<file path="src/design/bad_pkg.sv">
package bad_pkg;

    // fixed field widths
    localparam int SAMPLE_BITS = 16;
    localparam int SPAN_BITS   = 11;
    localparam int AVG_BITS    = 24;
    localparam int FRAC_BITS   = 8;

    localparam logic [SPAN_BITS-1:0] SPAN_RESET = 11'd8;

    typedef enum logic [0:0] {
        OP_SAMPLE = 1'b0,
        OP_FLUSH  = 1'b1
    } opcode_t;

    typedef struct packed {
        opcode_t                 opcode;
        logic [SAMPLE_BITS-1:0]  sample_value;
    } in_item_t;

    typedef struct packed {
        logic [AVG_BITS-1:0] average_value;
        logic                is_partial;
    } out_item_t;

    typedef enum logic [1:0] {
        DIV_IDLE,
        DIV_RUN,
        DIV_DONE
    } div_state_t;

endpackage

</file>
<file path="src/design/block_average_decimator.sv">
// channel  | handshake          | payload
// item     | push / full        | in_item_t  (opcode, sample_value)
// result   | empty / pop        | out_item_t (average_value, is_partial)
// config   | cfg_we             | cfg_wdata  (span_length)
//
// samples are taken one a cycle while full is low; each group result goes through the
// bit-serial divider and is then loaded into the output register for hand-off
// two finished groups queue ahead of the divider; when both wait, full rises
// a result waits in the output register while the divider works the next group
// reset clears the accumulator, queue and divider; span_length resets to 8
module block_average_decimator
    import bad_pkg::*;
#(
    parameter int MAX_SPAN = 1024
)
(
    input  logic                 clk,
    input  logic                 rst_n,
    input  logic                 push,
    output logic                 full,
    input  in_item_t             item,
    output logic                 empty,
    input  logic                 pop,
    output out_item_t            result,
    input  logic                 cfg_we,
    input  logic [SPAN_BITS-1:0] cfg_wdata
);

    localparam int CNT_BITS = $clog2(MAX_SPAN + 1);
    localparam int SUM_BITS = SAMPLE_BITS + CNT_BITS;
    localparam int JOB_W    = SUM_BITS + CNT_BITS + 1;

    logic                job_push, job_pop, job_full, job_empty;
    logic [SUM_BITS-1:0] f_sum, b_sum;
    logic [CNT_BITS-1:0] f_div, b_div;
    logic                f_partial, b_partial;
    logic [JOB_W-1:0]    job_wdata, job_rdata;

    assign full = job_full;

    // front: accumulate and classify
    bad_front #(
        .MAX_SPAN (MAX_SPAN),
        .CNT_BITS (CNT_BITS),
        .SUM_BITS (SUM_BITS)
    ) u_front (
        .clk         (clk),
        .rst_n       (rst_n),
        .push        (push),
        .item        (item),
        .full        (job_full),
        .cfg_we      (cfg_we),
        .cfg_wdata   (cfg_wdata),
        .job_push    (job_push),
        .job_sum     (f_sum),
        .job_div     (f_div),
        .job_partial (f_partial)
    );

    // group queue between the two halves
    assign job_wdata = {f_sum, f_div, f_partial};
    assign {b_sum, b_div, b_partial} = job_rdata;

    bad_fifo #(
        .WIDTH (JOB_W)
    ) u_fifo (
        .clk   (clk),
        .rst_n (rst_n),
        .push  (job_push),
        .wdata (job_wdata),
        .full  (job_full),
        .pop   (job_pop),
        .rdata (job_rdata),
        .empty (job_empty)
    );

    // back: divide and present
    bad_divider #(
        .CNT_BITS (CNT_BITS),
        .SUM_BITS (SUM_BITS)
    ) u_divider (
        .clk         (clk),
        .rst_n       (rst_n),
        .job_empty   (job_empty),
        .job_pop     (job_pop),
        .job_sum     (b_sum),
        .job_div     (b_div),
        .job_partial (b_partial),
        .empty       (empty),
        .pop         (pop),
        .result      (result)
    );

endmodule

</file>
<file path="src/design/bad_front.sv">
module bad_front
    import bad_pkg::*;
#(
    parameter int MAX_SPAN = 1024,
    parameter int CNT_BITS = 11,
    parameter int SUM_BITS = 27
)
(
    input  logic                 clk,
    input  logic                 rst_n,
    input  logic                 push,
    input  in_item_t             item,
    input  logic                 full,
    input  logic                 cfg_we,
    input  logic [SPAN_BITS-1:0] cfg_wdata,
    output logic                 job_push,
    output logic [SUM_BITS-1:0]  job_sum,
    output logic [CNT_BITS-1:0]  job_div,
    output logic                 job_partial
);

    logic [SPAN_BITS-1:0] span_reg;
    logic [SUM_BITS-1:0]  sum_reg, sum_next;
    logic [CNT_BITS-1:0]  count_reg, count_next;

    logic                 accept;
    logic [31:0]          span_wide;
    logic [CNT_BITS-1:0]  span_eff;
    logic [SUM_BITS-1:0]  sum_add;
    logic [CNT_BITS-1:0]  count_inc;

    // span in force: zero reads as one, large values saturate
    always_comb
    begin
        span_wide = 32'(span_reg);
        if (span_reg == '0)
        begin
            span_wide = 32'd1;
        end
        else if (span_wide > 32'(MAX_SPAN))
        begin
            span_wide = 32'(MAX_SPAN);
        end
        span_eff = span_wide[CNT_BITS-1:0];
    end

    assign accept    = push && !full;
    assign sum_add   = sum_reg + {{(SUM_BITS-SAMPLE_BITS){item.sample_value[SAMPLE_BITS-1]}},
                                  item.sample_value};
    assign count_inc = count_reg + 1'b1;

    // classify the beat and hand finished groups to the queue
    always_comb
    begin
        sum_next    = sum_reg;
        count_next  = count_reg;
        job_push    = 1'b0;
        job_sum     = sum_add;
        job_div     = span_eff;
        job_partial = 1'b0;
        if (accept)
        begin
            unique case (item.opcode)
                OP_FLUSH:
                begin
                    job_push    = (sum_reg != '0);
                    job_sum     = sum_reg;
                    job_div     = count_reg;
                    job_partial = 1'b1;
                    sum_next    = '0;
                    count_next  = '0;
                end
                OP_SAMPLE:
                begin
                    if (count_inc >= span_eff)
                    begin
                        job_push   = 1'b1;
                        sum_next   = '0;
                        count_next = '0;
                    end
                    else
                    begin
                        sum_next   = sum_add;
                        count_next = count_inc;
                    end
                end
                default:
                begin
                    sum_next   = sum_reg;
                    count_next = count_reg;
                end
            endcase
        end
    end

    // span register and accumulator
    always_ff @(posedge clk or negedge rst_n)
    begin
        if (!rst_n)
        begin
            span_reg  <= SPAN_RESET;
            sum_reg   <= '0;
            count_reg <= '0;
        end
        else
        begin
            if (cfg_we)
            begin
                span_reg <= cfg_wdata;
            end
            sum_reg   <= sum_next;
            count_reg <= count_next;
        end
    end

endmodule

</file>
<file path="src/design/bad_fifo.sv">
module bad_fifo
#(
    parameter int WIDTH = 39
)
(
    input  logic             clk,
    input  logic             rst_n,
    input  logic             push,
    input  logic [WIDTH-1:0] wdata,
    output logic             full,
    input  logic             pop,
    output logic [WIDTH-1:0] rdata,
    output logic             empty
);

    logic [WIDTH-1:0] slot_reg [2];
    logic             wr_ptr_reg, rd_ptr_reg;
    logic [1:0]       count_reg, count_next;
    logic             do_push, do_pop;

    assign full    = (count_reg == 2'd2);
    assign empty   = (count_reg == 2'd0);
    assign do_push = push && !full;
    assign do_pop  = pop && !empty;
    assign rdata   = slot_reg[rd_ptr_reg];

    // occupancy
    always_comb
    begin
        count_next = count_reg;
        if (do_push && !do_pop)
        begin
            count_next = count_reg + 2'd1;
        end
        else if (do_pop && !do_push)
        begin
            count_next = count_reg - 2'd1;
        end
    end

    // pointers and fill level
    always_ff @(posedge clk or negedge rst_n)
    begin
        if (!rst_n)
        begin
            wr_ptr_reg <= 1'b0;
            rd_ptr_reg <= 1'b0;
            count_reg  <= 2'd0;
        end
        else
        begin
            if (do_push)
            begin
                wr_ptr_reg <= !wr_ptr_reg;
            end
            if (do_pop)
            begin
                rd_ptr_reg <= !rd_ptr_reg;
            end
            count_reg <= count_next;
        end
    end

    // slot storage
    always_ff @(posedge clk)
    begin
        if (do_push)
        begin
            slot_reg[wr_ptr_reg] <= wdata;
        end
    end

endmodule

</file>
<file path="src/design/bad_divider.sv">
module bad_divider
    import bad_pkg::*;
#(
    parameter int CNT_BITS = 11,
    parameter int SUM_BITS = 27
)
(
    input  logic                clk,
    input  logic                rst_n,
    input  logic                job_empty,
    output logic                job_pop,
    input  logic [SUM_BITS-1:0] job_sum,
    input  logic [CNT_BITS-1:0] job_div,
    input  logic                job_partial,
    output logic                empty,
    input  logic                pop,
    output out_item_t           result
);

    localparam int DW   = SUM_BITS + FRAC_BITS;
    localparam int CNTW = $clog2(DW);

    div_state_t          state_reg, state_next;
    logic                out_valid_reg;
    out_item_t           result_reg;

    logic [DW-1:0]       quo_reg;
    logic [CNT_BITS-1:0] rem_reg;
    logic [CNT_BITS-1:0] div_reg;
    logic [CNTW-1:0]     step_reg;
    logic                neg_reg;
    logic                partial_reg;

    logic                out_load;
    logic [DW-1:0]       scaled;
    logic [DW-1:0]       magnitude;
    logic [CNT_BITS:0]   rem_shift;
    logic [CNT_BITS+1:0] diff;
    logic [DW-1:0]       quo_signed;

    // sequencer
    always_comb
    begin
        state_next = state_reg;
        job_pop    = 1'b0;
        out_load   = 1'b0;
        unique case (state_reg)
            DIV_IDLE:
            begin
                if (!job_empty)
                begin
                    job_pop    = 1'b1;
                    state_next = DIV_RUN;
                end
            end
            DIV_RUN:
            begin
                if (step_reg == '0)
                begin
                    state_next = DIV_DONE;
                end
            end
            DIV_DONE:
            begin
                if (!out_valid_reg || pop)
                begin
                    out_load   = 1'b1;
                    state_next = DIV_IDLE;
                end
            end
            default:
            begin
                state_next = DIV_IDLE;
            end
        endcase
    end

    always_ff @(posedge clk or negedge rst_n)
    begin
        if (!rst_n)
        begin
            state_reg     <= DIV_IDLE;
            out_valid_reg <= 1'b0;
        end
        else
        begin
            state_reg <= state_next;
            if (out_load)
            begin
                out_valid_reg <= 1'b1;
            end
            else if (pop)
            begin
                out_valid_reg <= 1'b0;
            end
        end
    end

    // scale by 256 and take the magnitude
    assign scaled    = {job_sum, {FRAC_BITS{1'b0}}};
    assign magnitude = job_sum[SUM_BITS-1] ? (~scaled + 1'b1) : scaled;

    // one restoring step a cycle
    assign rem_shift  = {rem_reg, quo_reg[DW-1]};
    assign diff       = {1'b0, rem_shift} - {2'b00, div_reg};
    assign quo_signed = neg_reg ? (~quo_reg + 1'b1) : quo_reg;

    always_ff @(posedge clk)
    begin
        if (job_pop)
        begin
            quo_reg     <= magnitude;
            rem_reg     <= '0;
            div_reg     <= job_div;
            neg_reg     <= job_sum[SUM_BITS-1];
            partial_reg <= job_partial;
            step_reg    <= CNTW'(DW - 1);
        end
        else if (state_reg == DIV_RUN)
        begin
            quo_reg  <= {quo_reg[DW-2:0], !diff[CNT_BITS+1]};
            rem_reg  <= diff[CNT_BITS+1] ? rem_shift[CNT_BITS-1:0] : diff[CNT_BITS-1:0];
            step_reg <= step_reg - 1'b1;
        end
        if (out_load)
        begin
            result_reg.average_value <= quo_signed[AVG_BITS-1:0];
            result_reg.is_partial    <= partial_reg;
        end
    end

    assign empty  = !out_valid_reg;
    assign result = result_reg;

`ifndef SYNTHESIS
    a_div_nonzero: assert property (@(posedge clk) disable iff (!rst_n)
        job_pop |-> job_div != '0)
        else $error("divider started with a zero divisor");

    a_run_exit: assert property (@(posedge clk) disable iff (!rst_n)
        state_reg == DIV_RUN |=> state_reg == DIV_RUN || state_reg == DIV_DONE)
        else $error("divider left the run state early");

    a_done_loads: assert property (@(posedge clk) disable iff (!rst_n)
        (state_reg == DIV_DONE && (!out_valid_reg || pop)) |=> out_valid_reg)
        else $error("finished quotient not shown on the result port");
`endif

endmodule

</file>
<file path="config.mk">
export PLATFORM = sky130hd
export DESIGN_NAME = block_average_decimator
export DESIGN_NICKNAME = d
export VERILOG_FILES = /design/src/design/bad_pkg.sv /design/src/design/block_average_decimator.sv /design/src/design/bad_front.sv /design/src/design/bad_fifo.sv /design/src/design/bad_divider.sv
export SDC_FILE = /design/constraint.sdc
export NUM_CORES = 1
export LEC_CHECK = 0
export ABC_AREA = 1
export BUFFER_PORTS_ARGS = -buffer_cell sky130_fd_sc_hd__buf_4
export CAP_MARGIN = 0
export CORE_ASPECT_RATIO = 1.2
export CORE_MARGIN = 5
export CORE_UTILIZATION = 25
export DETAILED_ROUTE_END_ITERATION = 16
export HOLD_SLACK_MARGIN = 0.15
export PLACE_DENSITY = 0.43
export SYNTH_ARGS = -nofsm -noshare
export SYNTH_HDL_FRONTEND = slang
export SYNTH_SLANG_ARGS = --single-unit
</file>
<file path="constraint.sdc">
create_clock -name clk -period 7.44 [get_ports clk]
set_clock_uncertainty 0.15 [all_clocks]
set_input_delay 1.488 -clock clk [delete_from_list [all_inputs] [get_ports clk]]
set_output_delay 1.488 -clock clk [all_outputs]
set_load 0.03 [all_outputs]
</file>
==> results.md <==
Run status:
- The flow ran to the end, and the final reports show no timing, DRC or antenna violations.

Critical path:
- In this run the worst path has a maximum fanout of 48.
- STA classifies the critical path startpoint as an input port.
- The required arrival time at the worst endpoint is 7.47 ns.
- For the worst setup path, the data arrival time is 4.75 ns.
- The critical path class is in -> reg.
- The sort of element at the end of the critical path is a register.
- Across all register-to-register paths, the minimum setup slack is 3.17 ns.

STA:
- For the pin with the worst max-slew slack, the measured transition is 0.994 ns.
- The final critical-path required period is 4.72 ns.
- The final max-slew violation count is 0.
- The relative slew slack is 0.335.
- The total count of hold-check failures in the final report is 0.
- The final worst-path cycle share is 0.634.
- Setup repair after global routing left no endpoint under its margin.
- The number of endpoints failing setup at the final stage is 0.
- The final-layout setup total negative slack is 0 ns.
- For this run, the top clock speed supported by timing is 212 MHz.

Synthesis:
- The synthesized netlist occupies a cell area of 12600 um2.
- In the synthesized netlist the dominant register cell turns out to be edfxtp_1.
- The number of warnings printed during yosys synthesis is 0.
- The count of flip-flops with a built-in enable after synthesis is 151.
- Each instance of the synthesized netlist takes up on average 8.43 um2.
- The number of distinct standard cells referenced by the synthesized netlist is 48.
- After technology mapping, the gate count stands at 1496.
- The number of synthesized register bits is 224.
- After synthesis, the share of flip-flops with an asynchronous set or reset is 0.250.
- The number of nets produced by synthesis is 1584.
- The sequential-to-total area share from yosys stat is 0.498.

Layout:
- The count of filler cells inserted in the layout is 5302.
- From synthesis to final layout, the design area changed by 15.2%.
- In the final layout, the share of cells above drive strength 1 is 0.0838.
- The final layout contains 1636 nets.
- The number of antenna diodes in the final layout is 0.
- At the end of the flow the core is filled with cells to 0.290.
- The finished layout holds 2208 standard cells, fillers aside.
- The flip-flop count of the largest register, all copies and words added is 78.

Floorplanning:
- From left edge to right edge, the die measures 215 um.
- The effective utilization at floorplan is 0.252.
- The core region is 50100 um2.
- The cell row count is 90.
- The die outline height is 256 um.
- The die covers 55000 um2.
- The number of ports placed on the die boundary is 60.

Global routing:
- Global routing finished with a remaining overflow of 0.
- Entering global routing, the biggest net connects 57 pins.
- The number of global-route vias before repair was 9749.
- The number of antenna violations at the first check in global routing is 0.
- For this run, the total global-route usage over all layers was measured as 0.112.
- The first global-routing pass estimated 51100 um of wire.

CTS:
- The number of buffers created by CTS is 23.
- The later-pin clock latency in the skew report is 0.52 ns.
- The clock slew at the register clock pins of the worst setup and hold paths is 0.07 ns.
- The number of sinks on the clock net is 224.
- In this run, post-CTS hold repair placed 0 buffers.
- The number of buffers inserted to repair setup after CTS is 0.
- The count of instances resized after the clock tree is built is 0.
- The CTS tree is done.
- The H-tree depth reported by CTS is 1.
- The number of buffers on the longest clock path is 3.
- The cell at the root of the clock tree is clkbuf_16.

Route:
- The detailed router finished its first iteration with 435 violations.
- Dividing the detail-routed wire length by the instance count gives 14.2 um.
- The post-detailed-route count of antenna-violating nets is 0.
- The number of vias per cell is 4.42.
- The detailed-routing iteration count for the pre-antenna-repair pass is 5.
- The post-detailed-route DRC marker count is 0.
- For this block, the routed nets add up to 31300 um of wire.
- The routed layout has 9751 vias.

Placed design:
- During placement, the flow inserted port buffers numbering 59.
- The placer's final routability congestion estimate is 0.854.
- The number of placed instances, taps included, is 2167.
- The HPWL after detailed placement is 23600 um.

Power:
- The overall power after layout is 5.96 mW.
- The fraction of power consumed by combinational cells is 0.440.
- Of the total power, the share spent switching nets is 0.418.
- Cell internal power was estimated by the tool at 3.47 mW.
- The sequential fraction of design power is 0.358.
- VDD sags by at most 0.137 mV.
- The leakage power is 6.45 nW.
- The power share of the clock group is 0.201.
- For this design the total switching power over the nets is 2.49 mW.
- The total power per unit cell area is 410 nW/um2.

Job:
- The max-capacitance violation count is 0.

Hold path:
- The class of the tightest hold or removal check is reg -> reg.
## power by group through the flow
stage	Combinational, mW	Sequential (mW)	Clock (mW)
2_1_floorplan	2.02	2.08	0
3_5_place_dp	2.66	2.16	0
3_3_place_gp	2.63	2.15	0
6_report	2.62	2.13	1.20
4_1_cts	2.66	2.14	1.25
5_1_grt	3.03	2.18	1.29
## final timing paths
kind | start | end | cells past startpoint
min in group asynchronous | rst_n | u_divider.state_reg[0] | 1
hold reg to reg | u_divider.partial_reg | u_divider.result[0] | 0
max in group asynchronous | rst_n | u_front.sum_reg[18] | 1
setup / recovery | push | u_fifo.slot_reg[0][14] | 11
setup reg to reg | u_fifo.count_reg[0] | u_fifo.slot_reg[0][14] | 10
hold / removal | u_divider.partial_reg | u_divider.result[0] | 0
## logic make-up (layout without fill, tap and decap cells)
group | count (synthesis) | in the layout | share of synthesized area
flops | 224 | 224 | 0.498
fa+ha+maj | 55 | 55 | 0.0558
xor+xnor | 64 | 64 | 0.0445
mux | 6 | 6 | 0.00536
simple gates | 704 | 704 | 0.231
buf+inv | 216 | 284 | 0.0671
compound gates | 227 | 227 | 0.0984
## placed cells by master, fill, tap and decap left out, types with 3 or more instances in the layout
cell	Yosys	final
a21o_1	3	3
a21oi_1	57	56
buf_4	2	67
bufinv_16	0	3
clkbuf_1	22	5
clkbuf_16	0	23
clkinv_4	0	3
dfrtp_1	55	55
dfxtp_1	17	17
edfxtp_1	151	151
ha_1	53	53
inv_1	174	174
mux2_2	6	6
nand2_1	460	460
nand3_1	81	81
nand3b_1	5	5
nand4_1	22	22
nor2_1	100	99
nor3_1	9	9
nor4_1	8	8
o211ai_1	6	6
o21a_1	3	3
o21ai_0	120	119
o21ai_1	3	3
o21ai_2	4	4
o21bai_1	6	6
o22ai_1	15	15
o31ai_1	3	3
or2_2	9	9
xnor2_1	24	24
xor2_1	40	40
## synthesized netlist by cell type, drive strengths merged (8+ instances only)
master / count / area (um2)
a21oi: 57 / 285
buf: 18 / 103
clkbuf: 22 / 82.6
dfrtp: 55 / 1380
dfxtp: 17 / 340
edfxtp: 151 / 4530
ha: 53 / 663
inv: 176 / 661
nand2: 461 / 1730
nand3: 82 / 423
nand4: 22 / 138
nor2: 102 / 393
nor3: 9 / 45.0
nor4: 8 / 50.1
o21ai: 127 / 651
o22ai: 15 / 93.8
or2: 10 / 62.6
xnor2: 24 / 210
xor2: 40 / 350
## area by class of cell
| class | instances | area (um2) | share of cell area |
|---|---|---|---|
| flip-flops and latches | 224 | 6280 | 0.432 |
| multi-input cells | 1056 | 5510 | 0.379 |
| well taps | 644 | 806 | 0.0555 |
| inverters | 176 | 661 | 0.0455 |
| clock buffers | 30 | 622 | 0.0428 |
| repair buffers | 67 | 503 | 0.0346 |
| clock inverters | 11 | 145 | 0.00999 |
## stage by stage
step           hold slack, ns  area, um2  setup slack [ns]
5_1_grt                 0.315      14500              2.35
3_5_place_dp            0.300      13800              2.10
3_3_place_gp            0.297      13800              2.12
2_1_floorplan           0.250      12600              2.77
4_1_cts                 0.305      14500              2.65
6_report                0.312      14500              2.72
## critical path, stage by stage
cell	delay (ns)
buf_4	0.08
o21ai_2	0.25
inv_2	0.45
nand2_1	0.67
inv_1	0.18
buf_4	0.39
nand2_1	0.20
nand2_1	0.14
nand2_1	0.07
inv_1	0.35
buf_4	0.44
## layer usage
layer  share of wire  track usage  vias to the layer above
met4           0.019       0.0288                        0
met1            0.46        0.145                     4531
met2            0.49        0.197                      113
li1                -            -                     5069
met3           0.030       0.0148                       38
met5               0            0                        -
Note: power is estimated with default switching activity, not from simulation.
